`src/rtl/core/bcdacc_pkg.sv`:
```
// ----------------------------------------------------------------------------
// bcdacc_pkg
// shared types and constants of the decimal accumulator
// ----------------------------------------------------------------------------
package bcdacc_pkg;

   localparam int CMD_W   = 4;
   localparam int AMT_W   = 5;
   localparam int ORDER_W = 2;
   localparam int VALUE_W = 64;
   localparam int BIN_W   = 64;
   localparam int DIGIT_W = 4;

   // enough for a count of BIN_W dabble steps
   localparam int CNT_W = $clog2(BIN_W + 1);

   // command codes
   localparam logic [CMD_W-1:0] CMD_LOAD_BIN  = 4'd0;
   localparam logic [CMD_W-1:0] CMD_LOAD_BCD  = 4'd1;
   localparam logic [CMD_W-1:0] CMD_ADD       = 4'd2;
   localparam logic [CMD_W-1:0] CMD_SUB       = 4'd3;
   localparam logic [CMD_W-1:0] CMD_CMP       = 4'd4;
   localparam logic [CMD_W-1:0] CMD_SHIFT_L   = 4'd5;
   localparam logic [CMD_W-1:0] CMD_SHIFT_R   = 4'd6;
   localparam logic [CMD_W-1:0] CMD_INC       = 4'd7;
   localparam logic [CMD_W-1:0] CMD_DEC       = 4'd8;

   // compare outcome codes
   localparam logic [ORDER_W-1:0] ORDER_EQUAL   = 2'd0;
   localparam logic [ORDER_W-1:0] ORDER_LESS    = 2'd1;
   localparam logic [ORDER_W-1:0] ORDER_GREATER = 2'd2;

   // decimal digit constants
   localparam logic [DIGIT_W:0]   DEC_BASE  = 5'd10;
   localparam logic [DIGIT_W-1:0] DEC_MAX   = 4'd9;
   localparam logic [DIGIT_W-1:0] DD_LIMIT  = 4'd5;
   localparam logic [DIGIT_W-1:0] DD_ADJUST = 4'd3;

   typedef enum logic [2:0] {
      ST_IDLE,
      ST_DIGIT,
      ST_SHIFT,
      ST_DABBLE,
      ST_FINISH
   } state_type;

   // one step of the shared digit adder
   typedef struct packed {
      logic [DIGIT_W-1:0] a;
      logic [DIGIT_W-1:0] b;
      logic               cin;
      logic               sub;
   } digit_in_type;

   typedef struct packed {
      logic [DIGIT_W-1:0] r;
      logic               cout;
   } digit_out_type;

endpackage

```
`src/rtl/core/bcdacc_digit_unit.sv`:
```
// ----------------------------------------------------------------------------
// bcdacc_digit_unit
// one decimal digit add or subtract with carry / borrow
// ----------------------------------------------------------------------------
module bcdacc_digit_unit
   import bcdacc_pkg::*;
(
   input  digit_in_type  dig_in,
   output digit_out_type dig_out
);

   logic [DIGIT_W-1:0] b_clamp;
   logic [DIGIT_W:0]   a_ext;
   logic [DIGIT_W:0]   sum;
   logic [DIGIT_W:0]   sub_amt;

   // operand nibbles above nine read as nine
   assign b_clamp = (dig_in.b > DEC_MAX) ? DEC_MAX : dig_in.b;
   assign a_ext   = {1'b0, dig_in.a};
   assign sum     = a_ext + {1'b0, b_clamp} + {{DIGIT_W{1'b0}}, dig_in.cin};
   assign sub_amt = {1'b0, b_clamp} + {{DIGIT_W{1'b0}}, dig_in.cin};

   always_comb begin
      dig_out = '0;
      if (dig_in.sub) begin
         if (a_ext < sub_amt) begin
            dig_out.r    = DIGIT_W'(a_ext + DEC_BASE - sub_amt);
            dig_out.cout = 1'b1;
         end else begin
            dig_out.r    = DIGIT_W'(a_ext - sub_amt);
            dig_out.cout = 1'b0;
         end
      end else begin
         if (sum >= DEC_BASE) begin
            dig_out.r    = DIGIT_W'(sum - DEC_BASE);
            dig_out.cout = 1'b1;
         end else begin
            dig_out.r    = sum[DIGIT_W-1:0];
            dig_out.cout = 1'b0;
         end
      end
   end

endmodule

```
`src/rtl/core/bcdacc_dabble.sv`:
```
// ----------------------------------------------------------------------------
// bcdacc_dabble
// one double-dabble step: add three to digits of five or more, then shift in
// one binary bit; the top bit falls off, which keeps the value modulo 10^n
// ----------------------------------------------------------------------------
module bcdacc_dabble
   import bcdacc_pkg::*;
#(
   parameter int DIGITS = 16
)
(
   input  logic [DIGITS*DIGIT_W-1:0] acc,
   input  logic                      bit_in,
   output logic [DIGITS*DIGIT_W-1:0] acc_next
);

   logic [DIGITS*DIGIT_W-1:0] adj;
   logic [DIGITS*DIGIT_W:0]   shifted;

   for (genvar i = 0; i < DIGITS; i++) begin : g_adj
      assign adj[i*DIGIT_W +: DIGIT_W] =
         (acc[i*DIGIT_W +: DIGIT_W] >= DD_LIMIT) ?
         acc[i*DIGIT_W +: DIGIT_W] + DD_ADJUST : acc[i*DIGIT_W +: DIGIT_W];
   end

   assign shifted  = {adj, bit_in};
   assign acc_next = shifted[DIGITS*DIGIT_W-1:0];

endmodule

```
`src/rtl/core/bcd_accumulator_alu.sv`:
```
// ----------------------------------------------------------------------------
// bcd_accumulator_alu
// decimal accumulator of DIGITS packed bcd digits, one command per request
// ----------------------------------------------------------------------------
// The block holds a DIGITS-digit packed BCD accumulator (reset to zero) and
// answers every request with exactly one response carrying the accumulator
// after the command and, for compare, the order against the operand.
// Load bcd, add, subtract, compare, increment and decrement run digit-serial
// through one shared decimal digit adder, least significant digit first, the
// accumulator rotating and the operand shifting one digit per cycle. Load
// binary runs 64 double-dabble steps, one input bit a cycle. Digit shifts
// move one digit a cycle; a shift of zero and an unknown command leave the
// accumulator unchanged, and a shift of DIGITS or more clears it. The request
// side is stalled while a command is in progress; a finished response sits in
// an output register, so the next request can be taken while it waits.
// ----------------------------------------------------------------------------
module bcd_accumulator_alu
   import bcdacc_pkg::*;
#(
   parameter int DIGITS = 16
)
(
   input  logic               clock,
   input  logic               reset,

   input  logic               req_valid,
   output logic               req_stall,
   input  logic [CMD_W-1:0]   req_command,
   input  logic [VALUE_W-1:0] req_operand_bcd,
   input  logic [BIN_W-1:0]   req_binary_value,
   input  logic [AMT_W-1:0]   req_shift_amount,

   output logic               rsp_valid,
   input  logic               rsp_stall,
   output logic [VALUE_W-1:0] rsp_value_bcd,
   output logic [ORDER_W-1:0] rsp_order_result
);

   localparam int                 ACC_W      = DIGITS * DIGIT_W;
   localparam logic [AMT_W-1:0]   DIGITS_AMT = AMT_W'(DIGITS);
   localparam logic [CNT_W-1:0]   DIGITS_CNT = CNT_W'(DIGITS);
   localparam logic [CNT_W-1:0]   BIN_CNT    = CNT_W'(BIN_W);

   // sequencer state
   state_type           state_ff, state_in;
   logic [CNT_W-1:0]    cnt_ff, cnt_in;
   logic [CMD_W-1:0]    cmd_ff, cmd_in;

   // working registers
   logic [ACC_W-1:0]    acc_ff, acc_in;
   logic [ACC_W-1:0]    opd_ff, opd_in;
   logic [BIN_W-1:0]    bin_ff, bin_in;
   logic                carry_ff, carry_in;
   logic                neq_ff, neq_in;

   // response register
   logic                rsp_valid_ff, rsp_valid_in;
   logic [VALUE_W-1:0]  rsp_value_ff, rsp_value_in;
   logic [ORDER_W-1:0]  rsp_order_ff, rsp_order_in;

   // shared unit wiring
   digit_in_type        dig_in;
   digit_out_type       dig_out;
   logic [ACC_W-1:0]    dabble_acc;
   logic [ACC_W+DIGIT_W-1:0] rot_acc;
   logic [ACC_W+DIGIT_W-1:0] shl_acc;
   logic [ACC_W+DIGIT_W-1:0] shr_acc;
   logic [DIGIT_W-1:0]  wb_digit;
   logic [ACC_W-1:0]    acc_fin;
   logic                slot_free;

   bcdacc_digit_unit u_digit (
      .dig_in  (dig_in),
      .dig_out (dig_out)
   );

   bcdacc_dabble #(
      .DIGITS (DIGITS)
   ) u_dabble (
      .acc      (acc_ff),
      .bit_in   (bin_ff[BIN_W-1]),
      .acc_next (dabble_acc)
   );

   // operand of the digit unit for the current low digit
   always_comb begin
      dig_in     = '0;
      dig_in.a   = acc_ff[DIGIT_W-1:0];
      dig_in.cin = carry_ff;
      case (cmd_ff)
         CMD_LOAD_BCD: begin
            dig_in.a = '0;
            dig_in.b = opd_ff[DIGIT_W-1:0];
         end
         CMD_ADD: begin
            dig_in.b = opd_ff[DIGIT_W-1:0];
         end
         CMD_SUB, CMD_CMP: begin
            dig_in.b   = opd_ff[DIGIT_W-1:0];
            dig_in.sub = 1'b1;
         end
         CMD_DEC: begin
            dig_in.sub = 1'b1;
         end
         default: begin
            dig_in.b = '0;
         end
      endcase
   end

   // compare leaves the accumulator alone
   assign wb_digit = (cmd_ff == CMD_CMP) ? acc_ff[DIGIT_W-1:0] : dig_out.r;

   // rotate right one digit with the new digit entering at the top
   assign rot_acc = {wb_digit, acc_ff};
   assign shl_acc = {acc_ff, {DIGIT_W{1'b0}}};
   assign shr_acc = {{DIGIT_W{1'b0}}, acc_ff};

   // a final borrow on subtract means the operand was larger
   assign acc_fin   = (cmd_ff == CMD_SUB && carry_ff) ? '0 : acc_ff;
   assign slot_free = !(rsp_valid_ff && rsp_stall);

   always_ff @(posedge clock) begin
      if (reset) begin
         state_ff     <= ST_IDLE;
         cnt_ff       <= '0;
         cmd_ff       <= '0;
         acc_ff       <= '0;
         rsp_valid_ff <= 1'b0;
      end else begin
         state_ff     <= state_in;
         cnt_ff       <= cnt_in;
         cmd_ff       <= cmd_in;
         acc_ff       <= acc_in;
         rsp_valid_ff <= rsp_valid_in;
      end
   end

   always_ff @(posedge clock) begin
      opd_ff       <= opd_in;
      bin_ff       <= bin_in;
      carry_ff     <= carry_in;
      neq_ff       <= neq_in;
      rsp_value_ff <= rsp_value_in;
      rsp_order_ff <= rsp_order_in;
   end

   // sequencer
   always_comb begin
      state_in     = state_ff;
      cnt_in       = cnt_ff;
      cmd_in       = cmd_ff;
      acc_in       = acc_ff;
      opd_in       = opd_ff;
      bin_in       = bin_ff;
      carry_in     = carry_ff;
      neq_in       = neq_ff;
      rsp_value_in = rsp_value_ff;
      rsp_order_in = rsp_order_ff;
      rsp_valid_in = rsp_valid_ff && rsp_stall;

      case (state_ff)
         ST_IDLE: begin
            if (req_valid) begin
               cmd_in   = req_command;
               opd_in   = req_operand_bcd[ACC_W-1:0];
               bin_in   = req_binary_value;
               carry_in = (req_command == CMD_INC) || (req_command == CMD_DEC);
               neq_in   = 1'b0;
               cnt_in   = DIGITS_CNT;
               case (req_command)
                  CMD_LOAD_BIN: begin
                     acc_in   = '0;
                     cnt_in   = BIN_CNT;
                     state_in = ST_DABBLE;
                  end
                  CMD_LOAD_BCD, CMD_ADD, CMD_SUB, CMD_CMP, CMD_INC, CMD_DEC: begin
                     state_in = ST_DIGIT;
                  end
                  CMD_SHIFT_L, CMD_SHIFT_R: begin
                     if (req_shift_amount == '0) begin
                        state_in = ST_FINISH;
                     end else if (req_shift_amount >= DIGITS_AMT) begin
                        // everything shifted out
                        acc_in   = '0;
                        state_in = ST_FINISH;
                     end else begin
                        cnt_in   = CNT_W'(req_shift_amount);
                        state_in = ST_SHIFT;
                     end
                  end
                  default: begin
                     // unknown command: report unchanged accumulator
                     state_in = ST_FINISH;
                  end
               endcase
            end
         end

         ST_DIGIT: begin
            acc_in   = rot_acc[ACC_W+DIGIT_W-1:DIGIT_W];
            opd_in   = opd_ff >> DIGIT_W;
            carry_in = dig_out.cout;
            neq_in   = neq_ff || (dig_out.r != '0);
            cnt_in   = cnt_ff - 1'b1;
            if (cnt_ff == CNT_W'(1)) begin
               state_in = ST_FINISH;
            end
         end

         ST_SHIFT: begin
            if (cmd_ff == CMD_SHIFT_L) begin
               acc_in = shl_acc[ACC_W-1:0];
            end else begin
               acc_in = shr_acc[ACC_W+DIGIT_W-1:DIGIT_W];
            end
            cnt_in = cnt_ff - 1'b1;
            if (cnt_ff == CNT_W'(1)) begin
               state_in = ST_FINISH;
            end
         end

         ST_DABBLE: begin
            acc_in = dabble_acc;
            bin_in = bin_ff << 1;
            cnt_in = cnt_ff - 1'b1;
            if (cnt_ff == CNT_W'(1)) begin
               state_in = ST_FINISH;
            end
         end

         ST_FINISH: begin
            // hold here until the response register can take the result
            if (slot_free) begin
               acc_in       = acc_fin;
               rsp_value_in = VALUE_W'(acc_fin);
               rsp_valid_in = 1'b1;
               if (cmd_ff == CMD_CMP) begin
                  if (carry_ff) begin
                     rsp_order_in = ORDER_LESS;
                  end else if (neq_ff) begin
                     rsp_order_in = ORDER_GREATER;
                  end else begin
                     rsp_order_in = ORDER_EQUAL;
                  end
               end else begin
                  rsp_order_in = ORDER_EQUAL;
               end
               state_in = ST_IDLE;
            end
         end

         default: begin
            state_in = ST_IDLE;
         end
      endcase
   end

   assign req_stall        = (state_ff != ST_IDLE);
   assign rsp_valid        = rsp_valid_ff;
   assign rsp_value_bcd    = rsp_value_ff;
   assign rsp_order_result = rsp_order_ff;

endmodule
```
`config.mk`:
```
export PLATFORM = sky130hd
export DESIGN_NAME = bcd_accumulator_alu
export DESIGN_NICKNAME = d
export VERILOG_FILES = /design/src/rtl/core/bcdacc_pkg.sv /design/src/rtl/core/bcdacc_digit_unit.sv /design/src/rtl/core/bcdacc_dabble.sv /design/src/rtl/core/bcd_accumulator_alu.sv
export SDC_FILE = /design/constraint.sdc
export NUM_CORES = 1
export LEC_CHECK = 0
export ABC_AREA = 1
export BUFFER_PORTS_ARGS = -buffer_cell sky130_fd_sc_hd__buf_2
export CAP_MARGIN = 40
export CELL_PAD_IN_SITES_DETAIL_PLACEMENT = 1
export CELL_PAD_IN_SITES_GLOBAL_PLACEMENT = 2
export CORE_MARGIN = 8
export CORE_UTILIZATION = 38
export CTS_BUF_LIST = sky130_fd_sc_hd__clkbuf_8
export CTS_CLUSTER_DIAMETER = 30
export DETAILED_ROUTE_END_ITERATION = 8
export PLACE_DENSITY = 0.88
export SKIP_CTS_REPAIR_TIMING = 1
export SLEW_MARGIN = 20
export SYNTH_ARGS = -nofsm -noshare
export SYNTH_HDL_FRONTEND = slang
export SYNTH_SLANG_ARGS = --single-unit
```
`constraint.sdc`:
```
create_clock -name clock -period 9.48 [get_ports clock]
set_input_delay 0.948 -clock clock [delete_from_list [all_inputs] [get_ports clock]]
set_output_delay 0.948 -clock clock [all_outputs]
set_load 0.02 [all_outputs]
```
==> out/qor.yml, run 1 <==
design.core.area_um2: 37700
clock_path_buffers: 3
nets: 2181
start_util_pct: 38.5
die_area_um2: 44700
finalHoldViolCount: 0
avgSynthCellArea_um2: 8.18
skew_ps: 39.1
cts.clk_slew.worst_paths_ps: 50
drc: 0
grt_pass1_wl_um: 71900
h-tree-depth: 3
fillers: 4683
drtPass1Iterations: 5
synth_compound_area_share_pct: 15.2
synth.cell_area_um2: 14500
cp-end-kind: "register"
antenna_found_initial: 2
period_share_pct: 44.8
wl_per_cell_um: 17.7
grt_overflow: 0
ff2ff_path_depth: 25
max_freq_mhz: 236
final_common_cell: "nand2_1"
wl_um: 45100
drtIter0Drc: 773
max-slew-margin-rel_pct: 45.9
synth-seq-cells: 275
hold_path.startpoint: "cnt_ff[6]"
synthArstFlopShare_pct: 0
ys.warnings.count: 0
diodes: 0
cap_violations: 0
hold_slack_ps: 468
globalRouteTotalUtil_pct: 19.9
cp_max_fo: 12
whs_path_depth: 2
dp.final_hpwl_um: 30600
layout_common_cells: "nand2_1 (641), inv_1 (208), buf_2 (208)"
chipHeight_um: 211
synth_edf_count: 196
min_period_ps: 4240
hp-class: "reg -> reg"
rsz0062_at_grt: "false"
die_x_um: 211
fp-row-count: 71
critPathArrivalTime_ps: 4610
placed_cells: 2425
areaGrowthSynthToFinish_pct: 21.5
r2r_setup_slack_ps: 5240
ys.flop_type: "edfxtp_1"
grt_max_degree: 75
r2r-end: "neq_ff"
setup_violations: 0
drive_gt1_share_pct: 17.5
portBuffers: 208
insertion_delay_ps: 620
cts_made_buffers: 70
syn-num-nets: 1964
gp_congestion: 0.829
tightestPinTransition_ps: 811
cts_root_buf: "clkbuf_8"
status: "complete, no violations"
synth_mux_area_share_pct: 0
grt_pass1_vias: 13890
routed_via_density: 5.08
drv_slew: 0
min_to: "cnt_ff[6]"
required_ps: 9840
p_leak_uw: 0.00780
tns_ps: 0
final_cells: 2555
ant_nets: 0
synthAdderAreaFrac_pct: 4.66
synth.distinct_cells: 39
synth_top_family_by_area: "simple AND/OR/NAND/NOR gates"
cts_tree: "built"
worstSetupPathType: "reg -> reg"
finalPower_uw: 3430
synthCells: 1772
io_pins: 209
vias: 12970
ir_drop_v: 0.000115
r2r_start: "cmd_ff[2]"
synth_xor_area_share_pct: 0.604
clkSinkCount: 275
fin_util_pct: 46.8
synthSimpleGateAreaFrac_pct: 20.3
start_kind: "register"
p_per_area_nw_per_um2: 195
ys_seq_area_share_pct: 51.5
[report_power, final]
part	switching [uW]	internal, uW
clock network	622	947
registers	29.5	1400
logic	299	129
[layer usage]
metal / GRT usage, % / wire, um / vias to the layer above
met5: 0 / 18 / -
met4: 6.52 / 818 / 4
met3: 5.21 / 2610 / 76
met2: 32.3 / 21100 / 289
met1: 25.6 / 20500 / 6234
li1: - / - / 6367
[sequential cells by signal (all words and copies together) (netlist names)]
| signal | count |
|---|---|
| cnt_ff | 7 |
| opd_ff | 64 |
| rsp_order_result | 2 |
| neq_ff | 1 |
| state_ff | 3 |
| carry_ff | 1 |
| cmd_ff | 4 |
| rsp_valid | 1 |
| bin_ff | 64 |
| acc_ff | 64 |
| rsp_value_bcd | 64 |
[logic make-up after synthesis]
family | after synthesis
AOI/OAI and AO/OA | 393
DFF | 275
xor gates and xnor gates | 10
and+or+nand+nor | 756
buffers and inverters | 287
adders and majority gates | 51
[layout make-up]
type | count | area, um2 | share of cell area (%)
well taps | 511 | 639 | 3.63
flip-flops and latches | 275 | 7470 | 42.4
multi-input cells | 1210 | 5940 | 33.7
inverters | 206 | 773 | 4.39
clock buffers | 73 | 1000 | 5.70
clock inverters | 54 | 497 | 2.82
repair buffers | 226 | 1290 | 7.32
[worst max path at each step]
stage,start,to,slack [ps],depth (start not counted)
3_3_place_gp,state_ff[1],acc_ff[27],4910,11
6_report,cmd_ff[2],neq_ff,5240,25
5_1_grt,cmd_ff[3],acc_ff[63],4790,27
4_1_cts,cmd_ff[2],acc_ff[63],5150,28
3_5_place_dp,cmd_ff[2],acc_ff[63],5230,28
2_1_floorplan,rsp_stall,rsp_order_result[0],5110,3
[critical path: stages (launching register included)]
cell and delay, ps:
dfxtp_1 320, inv_1 80, nor2_1 80, nand2_1 280, inv_1 110, a21oi_1 330
inv_1 130, nand2_1 120, inv_1 60, o21ai_0 80, nand2_1 120, ha_1 230
ha_1 350, ha_1 310, inv_1 90, ha_1 150, inv_1 50, fa_1 390
nand2_1 90, nand3_1 70, nand3_1 120, nand2_1 90, a21oi_1 140, nand4_1 100
nand2_1 80, inv_1 50
[cell usage after synthesis, types with 20 or more instances]
library cell  number  area share [%]
o22ai_1           34             1.5
dfxtp_1           79              11
o21ai_0          162             5.6
nor2_1            54             1.4
nand3_1           44             1.5
nand2_1          642              17
a21oi_1          132             4.6
o211ai_1          21             1.1
edfxtp_1         196              41
ha_1              46             4.0
buf_2             20            0.69
inv_1            196             5.1
clkbuf_1          53             1.4
[through the flow]
stage / cell area, um2 / setup slack, ps
2_1_floorplan: 14500 / 5110
3_3_place_gp: 16000 / 4910
5_1_grt: 17600 / 4790
3_5_place_dp: 16000 / 5230
4_1_cts: 17500 / 5150
6_report: 17600 / 5240
(Power assumes the default switching activity.)
==> run 2, diff against run 1 <==
Settings changed: CORE_UTILIZATION 38 to 32, PLACE_DENSITY 0.88 to 0.79.
Clock period 9.48 ns to 3.7 ns, I/O delays scaled along.
==> out/qor.yml, run 2 (synthesized netlist as in run 1, its figures left out) <==
die_area_um2: 52400  # was 44700 um2
fin_util_pct: 41.1  # was 46.8%
antenna_found_initial: 10  # was 2
ir_drop_v: 0.000397  # was 0.000115 V
routed_via_density: 4.84  # was 5.08
hp-class: "in -> reg"  # was reg -> reg
start_util_pct: 32.2  # was 38.5%
r2r_start: "cmd_ff[2]"  # unchanged
seqPwrFrac_pct: 38.2  # was 41.7%
drtPass1Iterations: 5  # unchanged
setup_violations: 0  # unchanged
crit_start: "cmd_ff[2]"  # unchanged
power_frac_comb_pct: 12.2  # was 12.5%
cp-end-kind: "register"  # unchanged
period_share_pct: 92.7  # was 44.8%
p_leak_uw: 0.00810  # was 0.00780 uW
crit_top_cell: "nand2_1"  # was inv_1
max-slew-margin-rel_pct: 52.7  # was 45.9%
routed-wl-met2_um: 22000  # was 21100 um
cts.clk_slew.worst_paths_ps: 60  # was 50 ps
wl_met3_um: 2780  # was 2610 um
critPathArrivalTime_ps: 3830  # was 4610 ps
wl_per_cell_um: 17.4  # was 17.7 um
p_int_uw: 7000  # was 2480 uW
post-place-ws_ps: 7.38  # was 5230 ps
io_pins: 209  # unchanged
max_freq_mhz: 291  # was 236 MHz
drtIter0Drc: 674  # was 773
p_per_area_nw_per_um2: 518  # was 195 nW/um2
start_kind: "register"  # unchanged
ant_nets: 0  # unchanged
cts_root_buf: "clkbuf_8"  # unchanged
clkSinkCount: 275  # unchanged
clock_path_buffers: 3  # unchanged
gp_congestion: 0.846  # was 0.829
crit_slowest_cell: "fa_2"  # was fa_1
tns_ps: 0  # unchanged
areaGrowthSynthToFinish_pct: 27.8  # was 21.5%
status: "complete, no violations"  # unchanged
worstSetupPathType: "reg -> reg"  # unchanged
insertion_delay_ps: 640  # was 620 ps
layout_common_cells: "nand2_1 (639), buf_2 (208), inv_1 (200)"  # was nand2_1 (641), inv_1 (208), buf_2 (208)
wl_met1_um: 21000  # was 20500 um
top_layer_used: "met5"  # unchanged
vias: 13133  # was 12970
drc: 0  # unchanged
hold_path.startpoint: "req_operand_bcd[37]"  # was cnt_ff[6]
min_period_ps: 3430  # was 4240 ps
dp.final_hpwl_um: 32100  # was 30600 um
skew_ps: 32.2  # was 39.1 ps
required_ps: 4100  # was 9840 ps
crit_family: "simple AND/OR/NAND/NOR gates"  # was adder cells
tightestPinTransition_ps: 710  # was 811 ps
die_x_um: 229  # was 211 um
drv_slew: 0  # unchanged
finalHoldViolCount: 0  # unchanged
wl_um: 47100  # was 45100 um
grt_overflow: 0  # unchanged
cts_tree: "built"  # unchanged
nets: 2235  # was 2181
fp-row-count: 78  # was 71
cap_violations: 0  # unchanged
switchingPower_uw: 2610  # was 950 uW
grt_pass1_wl_um: 74700  # was 71900 um
critPathBufInv: 7  # unchanged
clkPwrFrac_pct: 49.7  # was 45.8%
final_area_um2: 18500  # was 17600 um2
grt_max_degree: 65  # was 75
grt_pass1_vias: 14033  # was 13890
rsz0062_at_grt: "false"  # unchanged
dpl_cell_area_um2: 16300  # was 16000 um2
final_cells: 2713  # was 2555
layout_setup_ws_ps: 269  # was 5240 ps
cts_made_buffers: 77  # was 70
chipHeight_um: 229  # was 211 um
final_common_cell: "nand2_1"  # unchanged
placed_cells: 2527  # was 2425
portBuffers: 208  # unchanged
h-tree-depth: 3  # unchanged
cp_max_fo: 3  # was 12
switching_share_pct: 27.2  # was 27.7%
slowest_delay_ps: 390  # about the same
design.core.area_um2: 45100  # was 37700 um2
drive_gt1_share_pct: 19.1  # was 17.5%
globalRouteTotalUtil_pct: 17.4  # was 19.9%
## run 2: cell count changes in the layout (fill, tap and decap cells not counted), sizes merged
cell	previous run	this run
clkbuf	73	83
buf	226	236
inv	224	216
dlygate4sd3	0	37
clkinvlp	6	11
diode	0	5
clkinv	22	27
bufinv	8	13
## run 2: final timing paths
path / to / slack, ps / cells after the start
hold reg to reg: cnt_ff[6] / 480 / 2
setup reg to reg: neq_ff / 270 / 27
setup / recovery: neq_ff / 270 / 27
hold / removal: opd_ff[37] / 20 / 3
## run 2: area by class of cell
class | count | area (um2)
Timing Repair Buffer | 273 | 1700
Sequential cell | 275 | 7470
Inverter | 206 | 773
Clock inverter | 61 | 701
Fill cell | 5520 | 26500
Clock buffer | 83 | 1140
Multi-Input combinational cell | 1210 | 5990
Antenna cell | 5 | 12.5
Tap cell | 600 | 751
## run 2: power by group through the flow
stage / Combinational [uW] / Clock, uW / Sequential [uW]
after floorplan: 636 / 0 / 3770
final: 1170 / 4770 / 3670
after global placement: 1090 / 0 / 3720
after global routing: 1300 / 5070 / 3690
after detailed placement: 1130 / 0 / 3730
after CTS: 1130 / 4920 / 3670
## run 2: per-stage QoR
step | hold WS (ps) | total power (uW)
finish | 18.9 | 9610
global route | -6.17 | 10100
CTS | -53.9 | 9720
detailed placement | 468 | 4850
global placement | 453 | 4810
floorplan | 445 | 4410
## run 2: tightest hold or removal path, cell delays in order
cell     delay [ps]
buf_2            80
nand2_1          40
nand2_1          50
## run 2: layer usage
| layer | vias to the layer above | global-route usage [%] |
|---|---|---|
| met5 | - | 0 |
| met4 | 12 | 7.01 |
| met3 | 85 | 5.16 |
| met2 | 269 | 28.2 |
| met1 | 6299 | 21.6 |
| li1 | 6468 | - |
